--- src/rtl/core/mer_pkg.sv ---
// Shared types and constants for the midpoint ellipse rasterizer.
// No dependencies; every other file in rtl/core refers to it by scoped names.
package mer_pkg;

    // Default geometry widths
    localparam int COORD_BITS  = 12;
    localparam int RADIUS_BITS = 11;

    // Input stream: restart flag in bit 0 of a one-byte tdata
    localparam int S_TDATA_W = 8;

    // Front-to-back item queue
    localparam int QUEUE_DEPTH = 4;
    localparam int QPTR_W      = $clog2(QUEUE_DEPTH);

    // Configuration register indexes
    localparam logic [1:0] REG_CENTER_X = 2'd0;
    localparam logic [1:0] REG_CENTER_Y = 2'd1;
    localparam logic [1:0] REG_RADIUS_X = 2'd2;
    localparam logic [1:0] REG_RADIUS_Y = 2'd3;

    // Walk phase
    typedef enum logic [1:0] {
        PH_R1   = 2'd0,
        PH_R2   = 2'd1,
        PH_DONE = 2'd2
    } t_phase;

    // Back-end sequencer states
    typedef enum logic [3:0] {
        ST_IDLE,
        ST_INIT,
        ST_CHECK,
        ST_R2A,
        ST_R2B,
        ST_R2C,
        ST_R2D,
        ST_R2E,
        ST_EMIT,
        ST_STEP
    } t_eng_state;

    // Head of the item queue as seen by the back end
    typedef struct packed {
        logic valid;
        logic restart;
    } t_qhead;

endpackage

--- src/rtl/core/mer_queue.sv ---
// Front end: accepts input items and holds them in a short queue.
// Depends on mer_pkg (queue depth, head struct).
module mer_queue (
    input  logic            i_clk,
    input  logic            i_rst_n,
    input  logic            i_s_tvalid,
    output logic            o_s_tready,
    input  logic            i_restart,
    output mer_pkg::t_qhead o_head,
    input  logic            i_pop
);

    logic                        r_mem [mer_pkg::QUEUE_DEPTH];
    logic [mer_pkg::QPTR_W-1:0]  r_wr_ptr;
    logic [mer_pkg::QPTR_W-1:0]  r_rd_ptr;
    logic [mer_pkg::QPTR_W:0]    r_count;
    logic                        push;
    logic                        pop;

    // Handshake: ready while the queue has room
    always_comb begin
        o_s_tready     = (r_count != (mer_pkg::QPTR_W + 1)'(mer_pkg::QUEUE_DEPTH));
        push           = i_s_tvalid && o_s_tready;
        pop            = i_pop && (r_count != '0);
        o_head.valid   = (r_count != '0);
        o_head.restart = r_mem[r_rd_ptr];
    end

    // Storage
    always_ff @(posedge i_clk) begin
        if (push) begin
            r_mem[r_wr_ptr] <= i_restart;
        end
    end

    // Pointers and fill count
    always_ff @(posedge i_clk) begin
        if (!i_rst_n) begin
            r_wr_ptr <= '0;
            r_rd_ptr <= '0;
            r_count  <= '0;
        end else begin
            if (push) begin
                r_wr_ptr <= r_wr_ptr + 1'b1;
            end
            if (pop) begin
                r_rd_ptr <= r_rd_ptr + 1'b1;
            end
            case ({push, pop})
                2'b10:   r_count <= r_count + 1'b1;
                2'b01:   r_count <= r_count - 1'b1;
                default: r_count <= r_count;
            endcase
        end
    end

endmodule

--- src/rtl/core/mer_engine.sv ---
// Back end: walk sequencer, shared multiplier and output register.
// Depends on mer_pkg (states, phases, queue head struct).
module mer_engine #(
    parameter int COORD_BITS  = mer_pkg::COORD_BITS,
    parameter int RADIUS_BITS = mer_pkg::RADIUS_BITS,
    parameter int TDATA_W     = ((4 * (COORD_BITS + 2) + 7) / 8) * 8
) (
    input  logic                     i_clk,
    input  logic                     i_rst_n,
    input  mer_pkg::t_qhead          i_head,
    output logic                     o_pop,
    input  logic [COORD_BITS-1:0]    i_center_x,
    input  logic [COORD_BITS-1:0]    i_center_y,
    input  logic [RADIUS_BITS-1:0]   i_radius_y,
    input  logic [2*RADIUS_BITS-1:0] i_rx2,
    input  logic [2*RADIUS_BITS-1:0] i_ry2,
    output logic                     o_m_tvalid,
    input  logic                     i_m_tready,
    output logic [TDATA_W-1:0]       o_m_tdata,
    output logic                     o_m_tuser,
    output logic                     o_m_tlast
);

    localparam int OW  = COORD_BITS + 2;               // output coordinate
    localparam int YW  = RADIUS_BITS + 2;              // signed y offset
    localparam int SW  = 3 * RADIUS_BITS + 3;          // signed slope
    localparam int MA  = (2 * RADIUS_BITS > COORD_BITS + 1) ?
                         2 * RADIUS_BITS : COORD_BITS + 1;
    localparam int MB  = (COORD_BITS + 1 > YW) ? 2 * (COORD_BITS + 1) : 2 * YW;
    localparam int PW  = MA + MB;                      // product
    localparam int DW  = 2 * RADIUS_BITS + MB + 4;     // signed decision, scaled by 4
    localparam int EW  = OW + YW;                      // y coordinate sum

    // Registers
    mer_pkg::t_eng_state      r_state, n_state;
    mer_pkg::t_phase          r_phase, n_phase;
    logic                     r_br, n_br;
    logic [COORD_BITS-1:0]    r_x, n_x;
    logic signed [YW-1:0]     r_y, n_y;
    logic signed [SW-1:0]     r_sx, n_sx;
    logic signed [SW-1:0]     r_sy, n_sy;
    logic signed [DW-1:0]     r_dec, n_dec;
    logic signed [DW-1:0]     r_acc, n_acc;
    logic [MB-1:0]            r_tmp, n_tmp;
    logic [PW-1:0]            r_prod;
    logic                     r_m_tvalid, n_m_tvalid;
    logic [TDATA_W-1:0]       r_m_tdata, n_m_tdata;
    logic                     r_m_tuser, n_m_tuser;
    logic                     r_m_tlast, n_m_tlast;

    // Datapath helpers
    logic [MA-1:0]            mul_a;
    logic [MB-1:0]            mul_b;
    logic [COORD_BITS:0]      tx;
    logic signed [YW-1:0]     ty;
    logic [YW-1:0]            ty_abs;
    logic [SW:0]              slope_diff;
    logic                     out_free;
    logic [OW-1:0]            x_plus, x_minus, y_plus, y_minus;
    logic [EW-1:0]            y_sum, y_dif;
    logic signed [SW-1:0]     sel_a, sel_b, sel_c;
    logic signed [DW-1:0]     step_sum;

    // Coordinates of the current offset
    always_comb begin
        x_plus  = OW'(i_center_x) + OW'(r_x);
        x_minus = OW'(i_center_x) - OW'(r_x);
        y_sum   = EW'(i_center_y) + EW'(r_y);
        y_dif   = EW'(i_center_y) - EW'(r_y);
        y_plus  = y_sum[OW-1:0];
        y_minus = y_dif[OW-1:0];
    end

    // Region-two seed operands, region test and output-free check
    always_comb begin
        tx         = {r_x, 1'b1};
        ty         = r_y - YW'(1);
        ty_abs     = ty[YW-1] ? YW'(-ty) : YW'(ty);
        slope_diff = {r_sx[SW-1], r_sx} - {r_sy[SW-1], r_sy};
        out_free   = !r_m_tvalid || i_m_tready;
    end

    // Decision update terms: picked by phase and branch taken in the step
    always_comb begin
        sel_a = r_sx;
        sel_b = r_sy;
        sel_c = SW'(i_ry2);
        if (r_phase == mer_pkg::PH_R1) begin
            if (r_br) begin
                sel_b = '0;
            end
        end else begin
            sel_c = SW'(i_rx2);
            if (r_br) begin
                sel_a = '0;
            end
        end
        step_sum = DW'(sel_a) - DW'(sel_b) + DW'(sel_c);
    end

    // Sequencer: next state, datapath updates and multiplier operands
    always_comb begin
        n_state    = r_state;
        n_phase    = r_phase;
        n_br       = r_br;
        n_x        = r_x;
        n_y        = r_y;
        n_sx       = r_sx;
        n_sy       = r_sy;
        n_dec      = r_dec;
        n_acc      = r_acc;
        n_tmp      = r_tmp;
        n_m_tvalid = r_m_tvalid && !i_m_tready;
        n_m_tdata  = r_m_tdata;
        n_m_tuser  = r_m_tuser;
        n_m_tlast  = r_m_tlast;
        mul_a      = '0;
        mul_b      = '0;
        o_pop      = 1'b0;

        case (r_state)
            mer_pkg::ST_IDLE: begin
                if (i_head.valid) begin
                    o_pop = 1'b1;
                    if (i_head.restart) begin
                        mul_a   = MA'(i_rx2);
                        mul_b   = MB'(i_radius_y);
                        n_state = mer_pkg::ST_INIT;
                    end else begin
                        n_state = mer_pkg::ST_CHECK;
                    end
                end
            end
            // New ellipse at the top point; r_prod = rx^2 * ry
            mer_pkg::ST_INIT: begin
                n_x     = '0;
                n_y     = YW'(i_radius_y);
                n_sx    = '0;
                n_sy    = SW'({r_prod, 1'b0});
                n_dec   = (DW'(i_ry2) << 2) - (DW'(r_prod) << 2) + DW'(i_rx2);
                n_phase = mer_pkg::PH_R1;
                n_state = mer_pkg::ST_CHECK;
            end
            mer_pkg::ST_CHECK: begin
                n_state = mer_pkg::ST_EMIT;
                case (r_phase)
                    mer_pkg::PH_R1: begin
                        if (!slope_diff[SW]) begin
                            mul_a   = MA'(tx);
                            mul_b   = MB'(tx);
                            n_state = mer_pkg::ST_R2A;
                        end
                    end
                    mer_pkg::PH_R2: begin
                        if (r_y[YW-1]) begin
                            n_phase = mer_pkg::PH_DONE;
                        end
                    end
                    default: begin
                        n_phase = mer_pkg::PH_DONE;
                    end
                endcase
            end
            // Region-two seed: ry^2*tx^2 + 4*rx^2*ty^2 - 4*rx^2*ry^2
            mer_pkg::ST_R2A: begin
                n_tmp   = r_prod[MB-1:0];
                mul_a   = MA'(ty_abs);
                mul_b   = MB'(ty_abs);
                n_state = mer_pkg::ST_R2B;
            end
            mer_pkg::ST_R2B: begin
                n_tmp   = r_prod[MB-1:0];
                mul_a   = MA'(i_ry2);
                mul_b   = r_tmp;
                n_state = mer_pkg::ST_R2C;
            end
            mer_pkg::ST_R2C: begin
                n_acc   = DW'(r_prod);
                mul_a   = MA'(i_rx2);
                mul_b   = r_tmp;
                n_state = mer_pkg::ST_R2D;
            end
            mer_pkg::ST_R2D: begin
                n_acc   = r_acc + (DW'(r_prod) << 2);
                mul_a   = MA'(i_rx2);
                mul_b   = MB'(i_ry2);
                n_state = mer_pkg::ST_R2E;
            end
            mer_pkg::ST_R2E: begin
                n_dec   = r_acc - (DW'(r_prod) << 2);
                n_phase = mer_pkg::PH_R2;
                n_state = mer_pkg::ST_CHECK;
            end
            // Emit the four points and move the offsets and slopes; a finished walk emits an empty item
            mer_pkg::ST_EMIT: begin
                if (out_free) begin
                    n_m_tvalid = 1'b1;
                    if (r_phase == mer_pkg::PH_R1) begin
                        n_x  = r_x + 1'b1;
                        n_sx = r_sx + SW'({i_ry2, 1'b0});
                        n_br = r_dec[DW-1];
                        if (!r_dec[DW-1]) begin
                            n_y  = r_y - YW'(1);
                            n_sy = r_sy - SW'({i_rx2, 1'b0});
                        end
                        n_state = mer_pkg::ST_STEP;
                    end else if (r_phase == mer_pkg::PH_R2) begin
                        n_y  = r_y - YW'(1);
                        n_sy = r_sy - SW'({i_rx2, 1'b0});
                        n_br = !r_dec[DW-1] && (r_dec != '0);
                        if (r_dec[DW-1] || (r_dec == '0)) begin
                            n_x  = r_x + 1'b1;
                            n_sx = r_sx + SW'({i_ry2, 1'b0});
                        end
                        n_state = mer_pkg::ST_STEP;
                    end else begin
                        n_state = mer_pkg::ST_IDLE;
                    end
                    if (r_phase == mer_pkg::PH_R1 || r_phase == mer_pkg::PH_R2) begin
                        n_m_tdata = TDATA_W'({y_minus, y_plus, x_minus, x_plus});
                        n_m_tuser = 1'b1;
                        n_m_tlast = n_y[YW-1];
                    end else begin
                        n_m_tdata = '0;
                        n_m_tuser = 1'b0;
                        n_m_tlast = 1'b0;
                    end
                end
            end
            // Decision update from the new slopes
            mer_pkg::ST_STEP: begin
                n_dec   = r_dec + (step_sum <<< 2);
                n_state = mer_pkg::ST_IDLE;
            end
            default: begin
                n_state = mer_pkg::ST_IDLE;
            end
        endcase
    end

    // Control state
    always_ff @(posedge i_clk) begin
        if (!i_rst_n) begin
            r_state    <= mer_pkg::ST_IDLE;
            r_phase    <= mer_pkg::PH_DONE;
            r_m_tvalid <= 1'b0;
        end else begin
            r_state    <= n_state;
            r_phase    <= n_phase;
            r_m_tvalid <= n_m_tvalid;
        end
    end

    // Walk registers, shared multiplier and output payload
    always_ff @(posedge i_clk) begin
        r_br      <= n_br;
        r_x       <= n_x;
        r_y       <= n_y;
        r_sx      <= n_sx;
        r_sy      <= n_sy;
        r_dec     <= n_dec;
        r_acc     <= n_acc;
        r_tmp     <= n_tmp;
        r_prod    <= PW'(mul_a) * PW'(mul_b);
        r_m_tdata <= n_m_tdata;
        r_m_tuser <= n_m_tuser;
        r_m_tlast <= n_m_tlast;
    end

    assign o_m_tvalid = r_m_tvalid;
    assign o_m_tdata  = r_m_tdata;
    assign o_m_tuser  = r_m_tuser;
    assign o_m_tlast  = r_m_tlast;

endmodule

--- src/rtl/core/midpoint_ellipse_rasterizer_unit.sv ---
// Midpoint ellipse rasterizer top level: configuration registers, radius squares,
// front queue (mer_queue) and walk engine (mer_engine). Depends on mer_pkg.
//
//  channel   direction  signals                        contents (low bit first)
//  s_axis    in         tvalid tready tdata[7:0]       restart
//  m_axis    out        tvalid tready tdata tuser tlast x_plus x_minus y_plus y_minus
//                                                      / points_valid / last_step
//  cfg       in         i_cfg_we i_cfg_addr i_cfg_wdata center_x center_y radius_x radius_y
//
//  An ordinary step runs through the engine states dequeue, region test, emit and decision update.
//  A restart adds an init state (one product on the shared multiplier); the switch to region two
//  adds the seed states, five products in sequence on that multiplier.
//  The queue keeps accepting items, while it has room, as the engine waits on a stalled output register.
//  Reset is synchronous, active low, and needs no clearing pass; the walk starts out finished.
module midpoint_ellipse_rasterizer_unit #(
    parameter int COORD_BITS  = mer_pkg::COORD_BITS,
    parameter int RADIUS_BITS = mer_pkg::RADIUS_BITS,
    parameter int TDATA_W     = ((4 * (COORD_BITS + 2) + 7) / 8) * 8,
    parameter int CFG_W       = (COORD_BITS > RADIUS_BITS) ? COORD_BITS : RADIUS_BITS
) (
    input  logic                          i_clk,
    input  logic                          i_rst_n,
    // restart
    input  logic                          s_axis_tvalid,
    output logic                          s_axis_tready,
    input  logic [mer_pkg::S_TDATA_W-1:0] s_axis_tdata,
    // x_plus, x_minus, y_plus, y_minus
    output logic                          m_axis_tvalid,
    input  logic                          m_axis_tready,
    output logic [TDATA_W-1:0]            m_axis_tdata,
    // points_valid
    output logic                          m_axis_tuser,
    output logic                          m_axis_tlast,
    input  logic                          i_cfg_we,
    input  logic [1:0]                    i_cfg_addr,
    input  logic [CFG_W-1:0]              i_cfg_wdata
);

    logic [COORD_BITS-1:0]    r_center_x;
    logic [COORD_BITS-1:0]    r_center_y;
    logic [RADIUS_BITS-1:0]   r_radius_x;
    logic [RADIUS_BITS-1:0]   r_radius_y;
    logic [2*RADIUS_BITS-1:0] r_rx2;
    logic [2*RADIUS_BITS-1:0] r_ry2;
    mer_pkg::t_qhead          head;
    logic                     pop;

    // Configuration registers
    always_ff @(posedge i_clk) begin
        if (!i_rst_n) begin
            r_center_x <= '0;
            r_center_y <= '0;
            r_radius_x <= '0;
            r_radius_y <= '0;
        end else if (i_cfg_we) begin
            case (i_cfg_addr)
                mer_pkg::REG_CENTER_X: r_center_x <= i_cfg_wdata[COORD_BITS-1:0];
                mer_pkg::REG_CENTER_Y: r_center_y <= i_cfg_wdata[COORD_BITS-1:0];
                mer_pkg::REG_RADIUS_X: r_radius_x <= i_cfg_wdata[RADIUS_BITS-1:0];
                mer_pkg::REG_RADIUS_Y: r_radius_y <= i_cfg_wdata[RADIUS_BITS-1:0];
                default: ;
            endcase
        end
    end

    // Radius squares, registered from the radius registers
    always_ff @(posedge i_clk) begin
        if (!i_rst_n) begin
            r_rx2 <= '0;
            r_ry2 <= '0;
        end else begin
            r_rx2 <= (2 * RADIUS_BITS)'(r_radius_x) * (2 * RADIUS_BITS)'(r_radius_x);
            r_ry2 <= (2 * RADIUS_BITS)'(r_radius_y) * (2 * RADIUS_BITS)'(r_radius_y);
        end
    end

    mer_queue u_front (
        .i_clk      (i_clk),
        .i_rst_n    (i_rst_n),
        .i_s_tvalid (s_axis_tvalid),
        .o_s_tready (s_axis_tready),
        .i_restart  (s_axis_tdata[0]),
        .o_head     (head),
        .i_pop      (pop)
    );

    mer_engine #(
        .COORD_BITS  (COORD_BITS),
        .RADIUS_BITS (RADIUS_BITS),
        .TDATA_W     (TDATA_W)
    ) u_back (
        .i_clk      (i_clk),
        .i_rst_n    (i_rst_n),
        .i_head     (head),
        .o_pop      (pop),
        .i_center_x (r_center_x),
        .i_center_y (r_center_y),
        .i_radius_y (r_radius_y),
        .i_rx2      (r_rx2),
        .i_ry2      (r_ry2),
        .o_m_tvalid (m_axis_tvalid),
        .i_m_tready (m_axis_tready),
        .o_m_tdata  (m_axis_tdata),
        .o_m_tuser  (m_axis_tuser),
        .o_m_tlast  (m_axis_tlast)
    );

    // A finished walk reports all-zero coordinates and no last flag
    a_done_zero: assert property (@(posedge i_clk) disable iff (!i_rst_n)
        (m_axis_tvalid && !m_axis_tuser) |-> (m_axis_tdata == '0 && !m_axis_tlast))
        else $error("non-plotted item carries data");

    // The last step is always a plotted step
    a_last_plotted: assert property (@(posedge i_clk) disable iff (!i_rst_n)
        (m_axis_tvalid && m_axis_tlast) |-> m_axis_tuser)
        else $error("last_step without points_valid");

    // The queue only fills up on an accepted item
    a_full_on_push: assert property (@(posedge i_clk) disable iff (!i_rst_n)
        $fell(s_axis_tready) |-> $past(s_axis_tvalid))
        else $error("input ready dropped without an accepted item");

endmodule
--- config.mk ---
export PLATFORM = sky130hd
export DESIGN_NAME = midpoint_ellipse_rasterizer_unit
export DESIGN_NICKNAME = d
export VERILOG_FILES = /design/src/rtl/core/mer_pkg.sv /design/src/rtl/core/mer_queue.sv /design/src/rtl/core/mer_engine.sv /design/src/rtl/core/midpoint_ellipse_rasterizer_unit.sv
export SDC_FILE = /design/constraint.sdc
export NUM_CORES = 2
export LEC_CHECK = 0
export BUFFER_PORTS_ARGS = -buffer_cell sky130_fd_sc_hd__buf_2
export CORE_ASPECT_RATIO = 0.75
export CORE_MARGIN = 3
export CORE_UTILIZATION = 47
export CTS_CLUSTER_SIZE = 10
export DETAILED_ROUTE_END_ITERATION = 6
export GPL_ROUTABILITY_DRIVEN = 0
export HOLD_SLACK_MARGIN = 0.15
export SYNTH_ARGS = -nofsm -noshare
export SYNTH_HDL_FRONTEND = slang
export SYNTH_SLANG_ARGS = --single-unit
--- constraint.sdc ---
create_clock -name i_clk -period 15.05 [get_ports i_clk]
set_input_delay 3.01 -clock i_clk [delete_from_list [all_inputs] [get_ports i_clk]]
set_output_delay 3.01 -clock i_clk [all_outputs]
set_load 0.01 [all_outputs]
# --- After elaboration in Yosys (flattened, before gate mapping) ---
# Memory sizes are Yosys's and may differ from the RTL's. A register that Yosys moved wholly into a read port is not among the register bits.
# Index checks and enable logic that the tools add are counted.
op_classes:
  n_addsub: 21
  mul: 3
  eq_ne: 23
  n_mux: 61
  n_reduce_logical: 37
op_table:
  columns: ["cell", "n"]
  rows:
  - ["two-way mux 36 bit", 12]
  - ["one-hot mux 52 bit (3 select lines)", 1]
  - ["one-hot mux 36 bit (2 select lines)", 2]
  - ["one-hot mux 26 bit (5 select lines)", 1]
  - ["one-hot mux 22 bit (5 select lines)", 1]
  - ["one-hot mux 52 bit (2 select lines)", 1]
  - ["two-way mux 13 bit", 7]
  - ["two-way mux 22 bit", 4]
  - ["subtractor 36 x 36 -> 37 bit", 2]
  - ["adder 52 x 22 -> 52 bit", 1]
  - ["adder 52 x 50 -> 52 bit", 1]
  - ["adder 52 bit", 1]
  - ["zero test 52 bit", 1]
  - ["two-way mux 26 bit", 2]
  - ["nonzero test 52 bit", 1]
  - ["subtractor 52 x 50 -> 52 bit", 1]
  - ["subtractor 24 x 50 -> 51 bit", 1]
  - ["adder 50 x 23 -> 50 bit", 1]
  - ["multiplier 22 x 26 -> 48 bit", 1]
  - ["two-way mux 12 bit", 4]
  - ["multiplier 11 x 11 -> 22 bit", 2]
  - ["adder 36 x 23 -> 36 bit", 1]
  - ["subtractor 36 x 23 -> 36 bit", 1]
  - ["one-hot mux 4 bit (8 select lines)", 1]
  - ["other kinds (41)", 94]
totals:
  ff_bits: 438
  ram_bits: 4
  input_bits: 27
  output_inout_bits: 60
  elab_cells: 171
  memories: 1
mem_list:
  columns: ["memory", "depth", "word_bits", "rd", "rd_clocked_by_memory_dff", "wr", "line_no", "rtl"]
  rows:
  - ["u_front.r_mem", 4, 1, 1, 1, 1, "mer_queue.sv:13", "logic r_mem [mer_pkg::QUEUE_DEPTH];"]

# --- Depth between registers and ports, before layout ---
depth:
  word_depth: 7
  ltp_mapped: 45
  depth_no_buf: 42

# --- Hierarchy ---
# Synthesis repeated with hierarchy kept, for this count alone.
hier_totals:
  hier_cells: 7097
  area_unflattened_um2: 60964.7
by_module_without_submodules:
  columns: ["mod", "instances", "cells_each", "area_each_um2"]
  rows:
  - ["mer_engine", 1, 5997, 51000.2]
  - ["midpoint_ellipse_rasterizer_unit", 1, 1043, 9326.4]
  - ["mer_queue", 1, 57, 638.1]

# --- Least setup slack after synthesis ---
# Ideal clock, no wire load.
synth_path:
  path_type: "register to register"
  start: "reg u_back.r_state[1]"
  end: "reg u_back.r_prod[47]"
  setup_time_ns: 0.064
  arrival_time_ns: 11.028
  path_slack_ns: 3.958
  path_stages_with_launch: 38
  path_buffers: 4
  cell_sequence: "dfxtp_1 -> clkbuf_1 -> xnor2_1 -> nor2_1 -> or2_2 -> clkbuf_1 -> buf_1 -> a221oi_1 -> o21ai_1 -> clkbuf_1 -> nand2_1 -> fa_1 -> inv_1 -> fa_1 -> inv_1 -> fa_1 -> inv_1 -> fa_1 -> [2 not listed] -> inv_1 -> fa_1 -> fa_1 -> ha_1 -> a21o_1 -> a21oi_1 -> o21ai_0 -> a31o_2 -> a31oi_1 -> o21ai_0 -> a211oi_1 -> o31ai_1 -> a21oi_1 -> o21ai_0 -> nand2_1 -> o21ai_0 -> or4_1 -> nand4_1"
synth_via:
  elab_chain_cells: 4
  elab_cells_between_ends: 11
  cone_classes: "mul (1); eq/ne (5); mux (2); reduce/logical (3)"
synth_rtl:
  columns: ["element", "line_no", "rtl"]
  rows:
  - ["start: declaration", "mer_engine.sv:35", "mer_pkg::t_eng_state r_state, n_state;"]
  - ["start signal: assignment", "mer_engine.sv:244", "r_state <= mer_pkg::ST_IDLE;"]
  - ["start signal: assignment", "mer_engine.sv:248", "r_state <= n_state;"]
  - ["== test 4 x 3 -> 1 bit", "mer_engine.sv:121", "case (r_state)"]
  - ["OR reduction 2 bit (no source line)", null, null]
  - ["one-hot mux 22 bit (5 select lines) or one-hot mux 26 bit (5 select lines) (tied branches)", "mer_engine.sv:121", null]
  - ["multiplier 22 x 26 -> 48 bit (*)", "mer_engine.sv:264", "r_prod <= PW'(mul_a) * PW'(mul_b);"]
  - ["end signal: assignment", "mer_engine.sv:264", null]
  - ["end: declaration", "mer_engine.sv:45", "logic [PW-1:0] r_prod;"]
# Mark *: on every way between the ends. The rest lies on a longest branch, timed or not.
# A chain may end at the register's enable or synchronous reset.

# --- Worst setup path in the final report ---
layout_path:
  start: "reg u_back.r_y[1]"
  end: "reg u_back.r_prod[47]"
layout_via:
  elab_chain_cells: 5
  elab_cells_between_ends: 6
  cone_classes: "add/sub (2); mul (1); mux (3)"
layout_rtl:
  columns: ["element", "line_no", "rtl"]
  rows:
  - ["start: declaration", "mer_engine.sv:39", "logic signed [YW-1:0] r_y, n_y;"]
  - ["start signal: assignment", "mer_engine.sv:258", "r_y <= n_y;"]
  - ["subtractor 13 x 2 -> 13 bit (*)", "mer_engine.sv:77", "ty = r_y - YW'(1);"]
  - ["negator 13 bit", "mer_engine.sv:78", "ty_abs = ty[YW-1] ? YW'(-ty) : YW'(ty);"]
  - ["two-way mux 13 bit (*)", "mer_engine.sv:78", null]
  - ["one-hot mux 22 bit (5 select lines) or one-hot mux 26 bit (5 select lines) (tied branches)", "mer_engine.sv:121", null]
  - ["multiplier 22 x 26 -> 48 bit (*)", "mer_engine.sv:264", null]
# Marks and branches as above.

==> results.yml <==
status:
  status: "complete, no violations"
setup_path:
  critPathTopFamily: "compound AO/OA/AOI/OAI gates"
  r2r_slack_ns: 2.75
  cp.buffers_inverters: 7
  cp_num_cells: 40
  slowest_delay_ns: 0.84
  cp.arrival_ns: 12.89
  rr_startpoint: "u_back.r_y[1]$_DFFE_PP_"
  worstSetupEndpointType: "register"
  worstSetupStartpoint: "u_back.r_y[1]$_DFFE_PP_"
  critPathMaxFanout: 12
  cp.required_ns: 15.64
  crit_type: "register to register"
  cp_slowest_cell: "a311o_1"
  crit_path_end: "u_back.r_prod[47]$_DFF_P_"
  r2r_cells: 40
  cp-start-kind: "register"
  r2r_end: "u_back.r_prod[47]$_DFF_P_"
floorplan:
  die_x_um: 418.2
  row_count: 112
  core_area_sq_um: 125400
  initial_core_util_pct: 47.75
  chipHeight_um: 315.1
  dieArea_sq_um: 131800
  io_pins: 87
final_layout:
  fin_area_sq_um: 63970
  fin_nets: 8244
  final_cells: 8666
  regArea_sq_um: 11570
  layout_commonest_cell: "inv_1"
  area.growth.synth_to_final_pct: 6.826
  layout.cells.most_common_list: "967 x inv_1, 850 x nand2_1, 641 x ha_1, 614 x fa_1, 600 x nor2_1"
  nFillCells: 11790
  post-route-util_pct: 51.01
  layout-drive-gt1-share_pct: 4.693
  multi_input_area_sq_um: 43780
timing:
  maxClockFrequency_mhz: 81.29
  hold_ws_ns: 0.4766
  slew_violations: 0
  period_needed_ns: 12.30
  tightest_slew_ns: 1.168
  setup_slack_ns: 2.748
  hold_viol: 0
  finClkSkew_ns: 0.06418
  grt_setup_unrepaired: "false"
  tns_ns: 0
  fin_crit_sh_pct: 81.74
  max_slew_margin_pct: 22.12
  setup_viol: 0
route:
  wirelength_um: 176900
  top_layer_used: "met5"
  wl_met2_um: 68040
  wl_met1_um: 86460
  final_antenna_net_count: 0
  firstDrtPassIters: 7
  viasPerCell: 5.677
  drt_iter0_drc: 4048
  dr_wl_met3_um: 18600
  drcViolationCount: 0
  num_vias: 49200
  wl_per_cell_um: 20.42
clock_tree:
  cts_tree: "yes"
  clock-sinks: 436
  cts_root_buffer: "clkbuf_16"
  ctsLongestPathBuffers: 3
  cts_buffers: 57
  clkSlewWorstSetupHoldPaths_ns: 0.06
  htreeDepth: 2
  postCtsSetupBuffers: 0
  ctsResizeCount: 0
  ctsHoldBuffers: 0
  clk_latency_ns: 0.70
synth:
  syn_inst: 7013
  synth.distinct_cells: 96
  synthArstFlopShare_pct: 0
  synthesis.area_sq_um: 59890
  syn_area_per_cell_sq_um: 8.539
  ys.flop_type: "edfxtp_1"
  ys_ff_latch: 436
  yosys_warnings: 0
  yosysSeqAreaShare_pct: 19.32
  synth_edf_count: 284
power:
  p_leak_nw: 28.99
  power.density_nw_per_um2: 115.0
  totalPowerFinal_mw: 7.357
  peakVddDrop_mv: 0.1184
placement:
  portBuffers: 78
  place_area_sq_um: 62070
  dpl.cell_count: 8556
  dp_slack_ns: 2.999
  dp_hpwl_um: 143900
global_route:
  grt_pass1_wl_um: 277800
  grt_pass1_vias: 48130
  antenna_found_initial: 8
  grt_max_degree: 93
  grt_use_total_pct: 27.01
  gr-total-overflow: 0
run:
  max_cap_violations: 0
min_path:
  hold_class: "register to register"
-- cell usage after synthesis (28+ instances only) --
cell type,number,area [sq um]
a22oi_1,49,367.9
inv_1,967,3630
nor2b_1,56,350.3
o21ai_0,307,1536
edfxtp_1,284,8528
nor3_1,108,540.5
nor4_1,34,212.7
xnor2_1,341,2987
nand3_1,101,505.5
a21o_1,153,1149
and2_1,168,1051
fa_1,614,12290
a22o_1,28,245.2
o21a_1,40,300.3
nand2_1,852,3198
dfxtp_1,152,3043
nand2b_1,60,375.4
nand4_1,37,231.5
a21oi_1,412,2062
ha_1,641,8020
and3_1,46,287.8
a31oi_1,29,181.4
a211oi_1,35,262.8
nor2_1,606,2275
xor2_1,134,1174
clkbuf_1,253,949.7
o21bai_1,90,675.7
-- worst reg2reg max path: cells and delay by family, from the launching register on --
family / cells / cell delay, ns
AO/OA/AOI/OAI: 13 / 4.25
adder cells (fa/ha/maj): 9 / 4.03
AND/OR/NAND/NOR: 9 / 2.30
buffers and inverters: 7 / 0.65
XOR/XNOR: 2 / 0.53
flip-flops: 1 / 0.44
-- kinds of logic after synthesis --
| logic type | Yosys count | synth area share, % |
|---|---|---|
| multiplexers | 20 | 0.3614 |
| flip-flops | 436 | 19.32 |
| adder cells (fa/ha/maj) | 1255 | 33.92 |
| XOR/XNOR | 475 | 6.947 |
| other | 2 | 0.01254 |
| AO/OA/AOI/OAI | 1407 | 15.13 |
| buffers and inverters | 1254 | 7.952 |
| AND/OR/NAND/NOR | 2164 | 16.35 |
-- final cells by class --
class	count	share of cell area [%]
Sequential cell	436	18.09
Inverter	971	5.697
Tap cell	1653	3.233
Antenna cell	2	0.007823
Clock buffer	91	2.588
Clock inverter	17	0.3872
Multi-Input combinational cell	5337	68.44
Timing Repair Buffer	159	1.561
-- metal layers --
layer  GRT usage (%)  vias up
met5               0        -
met4           5.755        6
met3           6.254      203
met2           37.35     1812
met1           42.27    23920
li1                -    23270
-- flip-flops by register name (all words and copies together) (netlist names), 2 cells and up, named ones only --
signal / count
r_center_y: 12
u_back.r_x: 12
r_radius_y: 11
u_back.r_y: 13
u_back.r_prod: 48
u_back.r_acc: 52
r_ry2: 21
u_front.r_count: 3
u_back.r_dec: 52
u_front.r_wr_ptr: 2
u_back.r_phase: 2
u_back.r_sy: 35
u_back.r_state: 4
r_center_x: 12
u_back.r_tmp: 26
u_front.r_mem: 4
u_back.o_m_tdata: 52
u_back.r_sx: 35
r_rx2: 21
r_radius_x: 11
u_front.r_rd_ptr: 2
-- power breakdown --
group | leakage [nW] | switching, mW | total [mW] | internal (mW)
combinational | 24.3 | 2.60 | 4.23 | 1.63
sequential | 3.78 | 0.213 | 1.73 | 1.52
clock | 0.914 | 0.584 | 1.39 | 0.810
total | 29.0 | 3.40 | 7.36 | 3.96
-- worst min-delay path by stage --
stage | start | cells after the start | endpoint
3_3_place_gp | r_center_y[0]$_SDFFE_PN0P_ | 2 | r_center_y[0]$_SDFFE_PN0P_
5_1_grt | r_center_y[0]$_SDFFE_PN0P_ | 2 | r_center_y[0]$_SDFFE_PN0P_
2_1_floorplan | u_back.r_prod[23]$_DFF_P_ | 0 | u_back.r_tmp[23]$_DFFE_PP_
3_5_place_dp | r_center_y[0]$_SDFFE_PN0P_ | 2 | r_center_y[0]$_SDFFE_PN0P_
4_1_cts | r_center_y[0]$_SDFFE_PN0P_ | 2 | r_center_y[0]$_SDFFE_PN0P_
6_report | r_center_y[0]$_SDFFE_PN0P_ | 2 | r_center_y[0]$_SDFFE_PN0P_
Note: power is estimated with default switching activity, not from simulation.
